`config.mk`:
```
export PLATFORM = sky130hd
export DESIGN_NAME = rotary_encoder_detent_tracker_top
export DESIGN_NICKNAME = d
export VERILOG_FILES = /design/src/rtl/core/redt_pkg.sv /design/src/rtl/core/rotary_encoder_detent_tracker_top.sv /design/src/rtl/core/redt_div.sv
export SDC_FILE = /design/constraint.sdc
export NUM_CORES = 2
export LEC_CHECK = 0
export BUFFER_PORTS_ARGS = -buffer_cell sky130_fd_sc_hd__buf_2
export CAP_MARGIN = 0
export CORE_MARGIN = 2
export CORE_UTILIZATION = 25
export DETAILED_ROUTE_END_ITERATION = 8
export PLACE_DENSITY_LB_ADDON = 0.25
export SLEW_MARGIN = 10
export SYNTH_ARGS = -nofsm -noshare
export SYNTH_HDL_FRONTEND = slang
export SYNTH_SLANG_ARGS = --single-unit
```
`constraint.sdc`:
```
create_clock -name i_clk -period 8.46 [get_ports i_clk]
set_input_delay 0 -clock i_clk [delete_from_list [all_inputs] [get_ports i_clk]]
set_output_delay 0 -clock i_clk [all_outputs]
set_load 0.02 [all_outputs]
```
`src/rtl/core/redt_pkg.sv`:
```
// redt_pkg: shared types, constants and helpers for the detent tracker
// used by redt_div and rotary_encoder_detent_tracker_top; no dependencies

package redt_pkg;

    // field widths
    localparam int CNT_W  = 16;   // hardware quadrature counter
    localparam int POS_W  = 32;   // pulse accumulator and detent count
    localparam int PPD_W  = 8;    // pulses per detent register
    localparam int CMD_W  = 3;
    localparam int DIR_W  = 2;
    localparam int FLAG_W = 3;
    localparam int IDX_W  = 2;
    localparam int CFG_W  = 32;

    // stream word widths
    localparam int IN_DATA_W  = CNT_W + 2 * POS_W;
    localparam int OUT_BITS   = 4 * POS_W + 1 + FLAG_W + DIR_W + 1 + CNT_W - POS_W;
    localparam int OUT_DATA_W = ((OUT_BITS + 7) / 8) * 8;
    localparam int OUT_PAD_W  = OUT_DATA_W - OUT_BITS;

    // divider sequencing
    localparam int DIV_STEPS = POS_W;
    localparam int DIV_CNT_W = $clog2(DIV_STEPS);

    // counter wrap correction, delta is CNT_W+1 bits signed
    localparam logic signed [CNT_W:0] DELTA_HI = (CNT_W + 1)'((2 ** (CNT_W - 1)) - 1);
    localparam logic signed [CNT_W:0] DELTA_LO = -DELTA_HI;
    localparam logic [CNT_W:0]        CNT_SPAN = (CNT_W + 1)'(1) << CNT_W;

    // direction codes
    localparam logic signed [DIR_W-1:0] DIR_UP   = DIR_W'(1);
    localparam logic signed [DIR_W-1:0] DIR_DOWN = -DIR_W'(1);
    localparam logic signed [DIR_W-1:0] DIR_NONE = DIR_W'(0);

    // sticky flag bits
    localparam int FLAG_CHANGED = 0;
    localparam int FLAG_UP      = 1;
    localparam int FLAG_DOWN    = 2;

    // reset values of the configuration registers
    localparam logic [PPD_W-1:0]        PPD_RESET = PPD_W'(4);
    localparam logic signed [POS_W-1:0] MIN_RESET = {1'b1, {(POS_W - 1){1'b0}}};
    localparam logic signed [POS_W-1:0] MAX_RESET = {1'b0, {(POS_W - 1){1'b1}}};

    typedef enum logic [CMD_W-1:0] {
        CMD_POLL      = 3'd0,
        CMD_SET       = 3'd1,
        CMD_ADD       = 3'd2,
        CMD_INVERT    = 3'd3,
        CMD_RESET_MIN = 3'd4,
        CMD_RESTART   = 3'd5
    } t_cmd;

    typedef enum logic [IDX_W-1:0] {
        REG_PPD  = 2'd0,
        REG_SWAP = 2'd1,
        REG_MIN  = 2'd2,
        REG_MAX  = 2'd3
    } t_reg_idx;

    typedef enum logic [3:0] {
        ST_IDLE,
        ST_SAMPLE,
        ST_DIV_START,
        ST_DIV_WAIT,
        ST_CLAMP,
        ST_APPLY,
        ST_RELOAD,
        ST_RESTART,
        ST_DONE
    } t_state;

    // divider request and response
    typedef struct packed {
        logic                     start;
        logic signed [POS_W-1:0]  dividend;
        logic [PPD_W-1:0]         divisor;
    } t_div_req;

    typedef struct packed {
        logic                     done;
        logic signed [POS_W-1:0]  quotient;
    } t_div_rsp;

    // a zero divisor behaves as one
    function automatic logic [PPD_W-1:0] eff_divisor(input logic [PPD_W-1:0] ppd);
        eff_divisor = (ppd == '0) ? PPD_W'(1) : ppd;
    endfunction

endpackage

```
`src/rtl/core/rotary_encoder_detent_tracker_top.sv`:
```
// rotary_encoder_detent_tracker_top: quadrature position counter with detent scaling
// sequencer, state registers and output register; uses redt_pkg and redt_div
//
//  channel   direction  handshake                    content
//  s_axis    in         s_axis_tvalid/s_axis_tready  command in tuser, sample/operand/tick
//  m_axis    out        m_axis_tvalid/m_axis_tready  count, position, flags, load request
//  cfg       in         i_cfg_valid/o_cfg_ready      register index and write data
//
// one word at a time; each word makes one pass of the shared divider, add and invert
// two since they divide before and after the reload
// synchronous active-low reset clears tracker state, config registers to defaults
// a finished result waits in the output register; the next word is taken meanwhile
// and held in its last step until the output register is free
// cfg always ready; the user writes it only while no word is in flight (unenforced)

module rotary_encoder_detent_tracker_top (
    input  logic                             i_clk,
    input  logic                             i_rst_n,
    // input stream
    input  logic                             s_axis_tvalid,
    output logic                             s_axis_tready,
    // [15:0] counter_sample, [47:16] operand_value, [79:48] tick_now
    input  logic [redt_pkg::IN_DATA_W-1:0]   s_axis_tdata,
    // [2:0] command
    input  logic [redt_pkg::CMD_W-1:0]       s_axis_tuser,
    // output stream
    output logic                             m_axis_tvalid,
    input  logic                             m_axis_tready,
    // [31:0] detent_count, [63:32] pulse_position, [64] count_changed,
    // [67:65] event_flags, [69:68] last_direction, [101:70] activity_tick,
    // [102] counter_load, [118:103] counter_load_value, [119] zero
    output logic [redt_pkg::OUT_DATA_W-1:0]  m_axis_tdata,
    // configuration writes
    input  logic                             i_cfg_valid,
    output logic                             o_cfg_ready,
    input  logic [redt_pkg::IDX_W-1:0]       i_cfg_index,
    input  logic [redt_pkg::CFG_W-1:0]       i_cfg_data
);
    import redt_pkg::*;

    // configuration registers
    logic [PPD_W-1:0]          r_ppd;
    logic                      r_swap;
    logic signed [POS_W-1:0]   r_min;
    logic signed [POS_W-1:0]   r_max;

    // tracker state
    logic [POS_W-1:0]          r_acc;
    logic [CNT_W-1:0]          r_base;
    logic signed [POS_W-1:0]   r_reported;
    logic [FLAG_W-1:0]         r_flags;
    logic signed [DIR_W-1:0]   r_dir;
    logic [POS_W-1:0]          r_tick_chg;

    // sequencer and per-word registers
    t_state                    r_state;
    t_state                    n_state;
    t_cmd                      r_cmd;
    logic [CNT_W-1:0]          r_sample;
    logic signed [POS_W-1:0]   r_operand;
    logic [POS_W-1:0]          r_tick;
    logic signed [POS_W-1:0]   r_value;
    logic signed [POS_W-1:0]   r_count;
    logic                      r_final;
    logic                      r_changed;
    logic                      r_load;
    logic [CNT_W-1:0]          r_load_value;

    // output register
    logic                      r_out_valid;
    logic [OUT_DATA_W-1:0]     r_out_data;

    // handshakes and strobes
    logic                      w_in_acc;
    logic                      w_out_free;
    logic                      w_out_load;
    logic                      w_in_ready;
    t_div_req                  w_div_req;
    t_div_rsp                  w_div_rsp;

    // datapath helpers
    logic [POS_W-1:0]          w_position;
    logic signed [CNT_W:0]     w_delta_raw;
    logic [CNT_W:0]            w_delta;
    logic signed [POS_W-1:0]   w_clamped;
    logic [PPD_W-1:0]          w_eff;
    logic signed [POS_W+PPD_W:0] w_prod;
    logic [POS_W-1:0]          w_reload;

    assign w_in_acc   = s_axis_tvalid && w_in_ready;
    assign w_out_free = !r_out_valid || m_axis_tready;

    // configuration writes
    assign o_cfg_ready = 1'b1;

    always_ff @(posedge i_clk) begin
        if (!i_rst_n) begin
            r_ppd  <= PPD_RESET;
            r_swap <= 1'b0;
            r_min  <= MIN_RESET;
            r_max  <= MAX_RESET;
        end else if (i_cfg_valid) begin
            case (t_reg_idx'(i_cfg_index))
                REG_PPD:  r_ppd  <= i_cfg_data[PPD_W-1:0];
                REG_SWAP: r_swap <= i_cfg_data[0];
                REG_MIN:  r_min  <= $signed(i_cfg_data[POS_W-1:0]);
                REG_MAX:  r_max  <= $signed(i_cfg_data[POS_W-1:0]);
                default:  r_ppd  <= r_ppd;
            endcase
        end
    end

    // reported position, negated when the direction is swapped
    assign w_position = r_swap ? (POS_W'(0) - r_acc) : r_acc;

    // counter change since the baseline, corrected for counter wrap
    always_comb begin
        w_delta_raw = $signed({r_sample[CNT_W-1], r_sample})
                    - $signed({r_base[CNT_W-1], r_base});
        w_delta     = w_delta_raw;
        if (w_delta_raw > DELTA_HI) begin
            w_delta = w_delta_raw - CNT_SPAN;
        end
        // a change of exactly half the span ends positive either way
        if ($signed(w_delta) < DELTA_LO) begin
            w_delta = w_delta + CNT_SPAN;
        end
    end

    // clamp of the quotient; crossed limits end on the upper one
    always_comb begin
        w_clamped = w_div_rsp.quotient;
        if (w_clamped < r_min) begin
            w_clamped = r_min;
        end
        if (w_clamped > r_max) begin
            w_clamped = r_max;
        end
    end

    // reload: value times divisor, negated under swap, wrapped to the position width
    always_comb begin
        w_eff    = eff_divisor(r_ppd);
        w_prod   = r_value * $signed({1'b0, w_eff});
        w_reload = r_swap ? (POS_W'(0) - w_prod[POS_W-1:0]) : w_prod[POS_W-1:0];
    end

    // shared divider
    redt_div u_div (
        .i_clk   (i_clk),
        .i_rst_n (i_rst_n),
        .i_req   (w_div_req),
        .o_rsp   (w_div_rsp)
    );

    // sequencer next state
    always_comb begin
        n_state = r_state;
        case (r_state)
            ST_IDLE: begin
                if (w_in_acc) begin
                    case (t_cmd'(s_axis_tuser))
                        CMD_POLL, CMD_ADD, CMD_INVERT: n_state = ST_SAMPLE;
                        CMD_SET, CMD_RESET_MIN:        n_state = ST_RELOAD;
                        CMD_RESTART:                   n_state = ST_RESTART;
                        default:                       n_state = ST_DIV_START;
                    endcase
                end
            end
            ST_SAMPLE:    n_state = ST_DIV_START;
            ST_DIV_START: n_state = ST_DIV_WAIT;
            ST_DIV_WAIT: begin
                if (w_div_rsp.done) begin
                    n_state = ST_CLAMP;
                end
            end
            ST_CLAMP:     n_state = ST_APPLY;
            ST_APPLY: begin
                if (!r_final && (r_cmd == CMD_ADD || r_cmd == CMD_INVERT)) begin
                    n_state = ST_RELOAD;
                end else begin
                    n_state = ST_DONE;
                end
            end
            ST_RELOAD:    n_state = ST_DIV_START;
            ST_RESTART:   n_state = ST_DIV_START;
            ST_DONE: begin
                if (w_out_free) begin
                    n_state = ST_IDLE;
                end
            end
            default:      n_state = ST_IDLE;
        endcase
    end

    // sequencer outputs
    always_comb begin
        w_in_ready         = 1'b0;
        w_div_req.start    = 1'b0;
        w_div_req.dividend = $signed(w_position);
        w_div_req.divisor  = r_ppd;
        w_out_load         = 1'b0;
        case (r_state)
            ST_IDLE:      w_in_ready      = 1'b1;
            ST_DIV_START: w_div_req.start = 1'b1;
            ST_DONE:      w_out_load      = w_out_free;
            default:      w_in_ready      = 1'b0;
        endcase
    end

    always_ff @(posedge i_clk) begin
        if (!i_rst_n) begin
            r_state <= ST_IDLE;
        end else begin
            r_state <= n_state;
        end
    end

    // word capture and per-step datapath
    always_ff @(posedge i_clk) begin
        if (!i_rst_n) begin
            r_acc      <= '0;
            r_base     <= '0;
            r_reported <= '0;
            r_flags    <= '0;
            r_dir      <= DIR_NONE;
            r_tick_chg <= '0;
            r_final    <= 1'b0;
            r_changed  <= 1'b0;
            r_load     <= 1'b0;
        end else begin
            case (r_state)
                ST_IDLE: begin
                    if (w_in_acc) begin
                        r_cmd        <= t_cmd'(s_axis_tuser);
                        r_sample     <= s_axis_tdata[CNT_W-1:0];
                        r_operand    <= $signed(s_axis_tdata[CNT_W+POS_W-1:CNT_W]);
                        r_tick       <= s_axis_tdata[CNT_W+2*POS_W-1:CNT_W+POS_W];
                        r_value      <= (t_cmd'(s_axis_tuser) == CMD_RESET_MIN) ? r_min
                                      : $signed(s_axis_tdata[CNT_W+POS_W-1:CNT_W]);
                        r_final      <= 1'b0;
                        r_changed    <= 1'b0;
                        r_load       <= 1'b0;
                        r_load_value <= '0;
                    end
                end
                // fold the counter change into the accumulator
                ST_SAMPLE: begin
                    r_base <= r_sample;
                    r_acc  <= r_acc + {{(POS_W - CNT_W - 1){w_delta[CNT_W]}}, w_delta};
                end
                ST_CLAMP: begin
                    r_count <= w_clamped;
                end
                ST_APPLY: begin
                    if (r_final) begin
                        r_reported <= r_count;
                    end else begin
                        case (r_cmd)
                            // poll: record a new count with its direction and tick
                            CMD_POLL: begin
                                if (r_count != r_reported) begin
                                    r_changed  <= 1'b1;
                                    r_reported <= r_count;
                                    r_tick_chg <= r_tick;
                                    r_flags[FLAG_CHANGED] <= 1'b1;
                                    if (r_count > r_reported) begin
                                        r_flags[FLAG_UP] <= 1'b1;
                                        r_dir            <= DIR_UP;
                                    end else begin
                                        r_flags[FLAG_DOWN] <= 1'b1;
                                        r_dir              <= DIR_DOWN;
                                    end
                                end
                            end
                            CMD_ADD:    r_value <= r_count + r_operand;
                            CMD_INVERT: r_value <= POS_W'(0) - r_count;
                            default:    r_value <= r_value;
                        endcase
                    end
                end
                ST_RELOAD: begin
                    r_acc        <= w_reload;
                    r_base       <= w_reload[CNT_W-1:0];
                    r_flags      <= '0;
                    r_load       <= 1'b1;
                    r_load_value <= w_reload[CNT_W-1:0];
                    r_final      <= 1'b1;
                end
                ST_RESTART: begin
                    r_acc        <= '0;
                    r_base       <= '0;
                    r_flags      <= '0;
                    r_dir        <= DIR_NONE;
                    r_tick_chg   <= '0;
                    r_load       <= 1'b1;
                    r_load_value <= '0;
                    r_final      <= 1'b1;
                end
                default: begin
                    r_final <= r_final;
                end
            endcase
        end
    end

    // output register
    always_ff @(posedge i_clk) begin
        if (!i_rst_n) begin
            r_out_valid <= 1'b0;
        end else if (w_out_load) begin
            r_out_valid <= 1'b1;
        end else if (m_axis_tready) begin
            r_out_valid <= 1'b0;
        end
    end

    always_ff @(posedge i_clk) begin
        if (w_out_load) begin
            r_out_data <= {{OUT_PAD_W{1'b0}}, r_load_value, r_load, r_tick_chg, r_dir,
                           r_flags, r_changed, w_position, r_count};
        end
    end

    assign s_axis_tready = w_in_ready;
    assign m_axis_tvalid = r_out_valid;
    assign m_axis_tdata  = r_out_data;

endmodule

```
`src/rtl/core/redt_div.sv`:
```
// redt_div: shared restoring divider, signed position by unsigned divisor
// one quotient bit per cycle, truncates toward zero; depends on redt_pkg

module redt_div (
    input  logic              i_clk,
    input  logic              i_rst_n,
    input  redt_pkg::t_div_req i_req,
    output redt_pkg::t_div_rsp o_rsp
);
    import redt_pkg::*;

    logic                  r_busy;
    logic                  r_fix;
    logic                  r_done;
    logic [DIV_CNT_W-1:0]  r_cnt;
    logic                  r_neg;
    logic [PPD_W-1:0]      r_div;
    logic [PPD_W-1:0]      r_rem;
    logic [POS_W-1:0]      r_quo;
    logic signed [POS_W-1:0] r_result;

    logic [PPD_W:0]        w_trial;
    logic                  w_ge;
    logic [PPD_W:0]        w_diff;

    // one restoring step: shift in the next dividend bit, try to subtract
    always_comb begin
        w_trial = {r_rem, r_quo[POS_W-1]};
        w_ge    = (w_trial >= {1'b0, r_div});
        w_diff  = w_trial - {1'b0, r_div};
    end

    // control
    always_ff @(posedge i_clk) begin
        if (!i_rst_n) begin
            r_busy <= 1'b0;
            r_fix  <= 1'b0;
            r_done <= 1'b0;
            r_cnt  <= '0;
        end else begin
            r_done <= 1'b0;
            if (i_req.start) begin
                r_busy <= 1'b1;
                r_fix  <= 1'b0;
                r_cnt  <= '0;
            end else if (r_busy) begin
                r_cnt <= r_cnt + DIV_CNT_W'(1);
                if (r_cnt == DIV_CNT_W'(DIV_STEPS - 1)) begin
                    r_busy <= 1'b0;
                    r_fix  <= 1'b1;
                end
            end else if (r_fix) begin
                r_fix  <= 1'b0;
                r_done <= 1'b1;
            end
        end
    end

    // datapath: magnitude in, quotient bits shift in at the bottom
    always_ff @(posedge i_clk) begin
        if (i_req.start) begin
            r_neg <= i_req.dividend[POS_W-1];
            r_quo <= i_req.dividend[POS_W-1] ? (POS_W'(0) - i_req.dividend) : i_req.dividend;
            r_rem <= '0;
            r_div <= eff_divisor(i_req.divisor);
        end else if (r_busy) begin
            r_rem <= w_ge ? w_diff[PPD_W-1:0] : w_trial[PPD_W-1:0];
            r_quo <= {r_quo[POS_W-2:0], w_ge};
        end else if (r_fix) begin
            r_result <= r_neg ? $signed(POS_W'(0) - r_quo) : $signed(r_quo);
        end
    end

    assign o_rsp.done     = r_done;
    assign o_rsp.quotient = r_result;

endmodule

```
==> impl_metrics.py <==
metrics = {
    "yosys": {
        "synth_largest_area_cell": "sky130_fd_sc_hd__edfxtp_1",
        "ys_seq_area_share_pct": 40.0,
        "synth_area_per_cell_um2": 9.64,
        "synthesis.area_um2": 37300,
        "synth.top_cell.area_share_pct": 28.6,
        "synthFlopType": "sky130_fd_sc_hd__edfxtp_1",
        "most_instantiated_cells_after_synthesis": "sky130_fd_sc_hd__nand2_1 (496), sky130_fd_sc_hd__inv_1 (358), sky130_fd_sc_hd__edfxtp_1 (355), sky130_fd_sc_hd__a21oi_1 (323), sky130_fd_sc_hd__ha_1 (250)",
        "synthesis_warning_total": 0,
        "yosys_register_bits": 568,
        "synth-edff-count": 355,
        "net_count_of_the_mapped_netlist": 4400,
        "synthesis.instances": 3868,
        "yosysMostFrequentCell": "sky130_fd_sc_hd__nand2_1",
        "share_of_flip_flops_with_an_asynchronous_set_or_reset_after_synthesis_pct": 0,
        "synth_top_area_cells": "sky130_fd_sc_hd__edfxtp_1 (29%), sky130_fd_sc_hd__dfxtp_1 (11%), sky130_fd_sc_hd__fa_1 (8.6%)",
        "synth.distinct_cells": 85,
    },
    "status": {
        "run_status": "complete, no violations",
    },
    "routing": {
        "routedLengthMet1_mm": 56.0,
        "top_signal_layer_used": "met4",
        "wirelength_mm": 120,
        "drc": 0,
        "vias": 29100,
        "drtAntennaViolNets": 0,
        "dr_wl_met3_mm": 5.35,
        "avgRoutedWirePerCell_um": 19.4,
        "vias_per_cell": 4.70,
        "met2_length_mm": 55.1,
        "drt_iter0_drc": 1861,
        "dr.pass1.iters": 5,
    },
    "sta": {
        "timing.max_slew.rel_slack_pct": 20.7,
        "setup-violations-final": 0,
        "final-hold-violation-count": 0,
        "rsz0062_at_grt": "no",
        "fin_ws_ps": 1090,
        "final.setup_skew_ps": 58.7,
        "period_needed_ps": 7370,
        "max_slew.worst_pin.slew_ps": 1190,
        "drv_slew": 0,
        "achievable-frequency_mhz": 136,
        "layout_worst_path_cycle_share_pct": 87.1,
        "tns_ps": 0,
    },
    "finish": {
        "final_util_pct": 30.2,
        "design.final.nets": 4732,
        "multi_input_area_um2": 20400,
        "count_of_fill_cells_added_during_filler_insertion": 15400,
        "synthToLayoutAreaGrowth_pct": 19.5,
        "layout-drive-gt1-share_pct": 11.9,
        "storage_element_area_um2": 14900,
    },
    "die": {
        "die_x_um": 390,
        "effective_utilization_at_floorplan_pct": 25.2,
        "fp.dieArea_um2": 152000,
        "std_cell_rows": 141,
        "io_pins": 245,
        "die-height_um": 390,
        "placeableCoreArea_um2": 148000,
    },
    "cts": {
        "ctsResizeCount": 0,
        "cts.htree.levels": 3,
        "clock_pin_slew_worst_setup_and_hold_paths_ps": 60,
        "clkSinkCount": 568,
        "cts_buffers": 71,
        "worstSkewPairLatency_ps": 690,
        "clk_root_buffer_cell": "sky130_fd_sc_hd__clkbuf_16",
        "max-clock-path-buffers": 3,
        "tritoncts_clock_tree": "yes",
    },
    "worst_setup_path": {
        "critical-path-top-delay-family": "compound AO/OA/AOI/OAI gates",
        "cell_breakdown_of_the_critical_path": "nor4_1 -> a21o_1 -> nand2_1 -> fa_1 -> fa_1 -> inv_1 -> fa_1 -> fa_1 -> ha_1 -> a21oi_1 -> a21boi_0 -> a2111oi_1 -> o21ai_1 -> xor2_1 -> a211oi_1 -> nand4b_1 -> or4_1 -> o41ai_2 -> xnor2_1 -> a2bb2oi_1 -> o32ai_1",
        "slowest_stage": "sky130_fd_sc_hd__a2111oi_1",
        "critical_path.most_common_cell": "sky130_fd_sc_hd__fa_1",
        "critPathArrivalTime_ps": 7880,
        "path_buf_inv": 1,
        "cp-end-kind": "flip-flop",
        "crit_path_max_fanout": 15,
        "critPathLaunchType": "flip-flop",
        "peak_per_stage_delay_on_the_critical_path_ps": 630,
        "critPathRequiredTime_ps": 8980,
        "path_class": "reg2reg",
    },
    "placement": {
        "place.gp.congestion": 0.843,
        "io_port_bufs": 242,
        "place_hpwl_mm": 88.4,
        "place_ws_ps": 1100,
    },
    "global_route": {
        "grt_antenna_before_repair": 2,
        "grt_first_pass_wirelength_mm": 182,
        "grt.overflow.total": 0,
        "global_routing_usage_summed_across_all_routing_layers_pct": 15.6,
        "grt_start_max_net_pins": 77,
        "grt_pass1_vias": 28900,
    },
    "power_and_ir_drop": {
        "leakagePower_nw": 17.6,
        "power.density_nw_per_um2": 287,
        "vdd.ir_drop.worst_v": 0.000161,
    },
    "worst_hold_path": {
        "min_delay_worst_type": "in2reg",
    },
    "run": {
        "maxCapViolCount": 0,
    },
}
## layout by cell type, fill, tap and decap left out, types with 46 or more instances in the layout
cell	instances
sky130_fd_sc_hd__mux2i_1	48
sky130_fd_sc_hd__ha_1	250
sky130_fd_sc_hd__nor2_1	186
sky130_fd_sc_hd__inv_1	358
sky130_fd_sc_hd__xor2_1	82
sky130_fd_sc_hd__dfxtp_1	212
sky130_fd_sc_hd__dlygate4sd3_1	147
sky130_fd_sc_hd__nand2_1	495
sky130_fd_sc_hd__a21oi_1	320
sky130_fd_sc_hd__a21o_1	82
sky130_fd_sc_hd__fa_1	160
sky130_fd_sc_hd__buf_2	242
sky130_fd_sc_hd__xnor2_1	164
sky130_fd_sc_hd__edfxtp_1	355
sky130_fd_sc_hd__nand3_1	62
sky130_fd_sc_hd__and2_1	93
sky130_fd_sc_hd__o21ai_0	183
sky130_fd_sc_hd__mux2_2	67
sky130_fd_sc_hd__clkbuf_16	74
sky130_fd_sc_hd__buf_4	46
## power breakdown
group	switching, mW	internal (mW)
Clock	1.33	1.86
Combinational	3.40	2.17
Sequential	0.506	3.52
## cells by family after synthesis
group                    count (synthesis)  share of synthesized area, %
AO/OA/AOI/OAI                          862                          14.2
XOR/XNOR                               246                          5.78
adder cells (fa/ha/maj)                410                          17.0
buffers and inverters                  536                          5.42
flip-flops                             568                          40.0
multiplexers                           116                          3.34
other                                    2                        0.0201
AND/OR/NAND/NOR                       1128                          14.3
## final timing paths
path	slack, ps	depth (start not counted)	to	from
worst min register to register	420	0	m_axis_tdata[106]	r_load_value[3]
worst min-delay path	50	2	r_sample[1]	s_axis_tdata[1]
worst max register to register	1090	21	r_acc[31]	r_ppd[3]
worst max-delay path	1090	21	r_acc[31]	r_ppd[3]
## stage by stage
step | total power [mW] | cell area [um^2] | std cells | hold slack [ps]
5_1_grt | 13.7 | 44600 | 6189 | 32.3
3_3_place_gp | 9.55 | 40700 | 5910 | 176
4_1_cts | 12.9 | 44600 | 6189 | 1.06
6_report | 12.8 | 44600 | 6191 | 53.1
2_1_floorplan | 8.00 | 37300 | 3868 | 98.9
3_5_place_dp | 9.57 | 40700 | 5910 | 178
## sequential cells by signal, indices dropped and copies added, names as in the netlist, 5 cells and up
name	flops
m_axis_tdata	119
r_acc	32
r_base	16
r_count	32
r_load_value	16
r_max	32
r_min	32
r_operand	32
r_ppd	8
r_reported	32
r_sample	16
r_tick	32
r_tick_chg	32
r_value	32
u_div.r_cnt	5
u_div.r_div	8
u_div.r_quo	32
u_div.r_rem	8
u_div.r_result	32
## metal layers
| metal | vias to the layer above | track usage (%) |
|---|---|---|
| met5 | - | 0 |
| met1 | 14100 | 21.2 |
| met4 | 0 | 5.54 |
| li1 | 14200 | - |
| met3 | 145 | 2.37 |
| met2 | 631 | 25.3 |
## timing repair
action	4_1_cts	5_1_grt
hold endpoints to repair	235	0
setup endpoints to repair	0	0
setup buffers	0	0
hold buffers	147	0
## layout make-up
class	instances	share of cell area (%)
diodes	2	0.0112
clock buffers	95	4.47
clock inverters	37	0.982
inverters	360	3.04
multi-input cells	2764	45.8
flip-flops and latches	568	33.5
well taps	1930	5.42
repair buffers	435	6.79
## worst reg2reg max path: cells and delay by family (launching register included)
| family | cells | cell delay [ps] |
|---|---|---|
| DFF | 1 | 310 |
| adders and majority gates | 5 | 2410 |
| and+or+nand+nor | 4 | 1220 |
| AOI/OAI and AO/OA | 9 | 2850 |
| buffers and inverters | 1 | 50 |
| xor gates and xnor gates | 2 | 400 |
(Power assumes the default switching activity.)
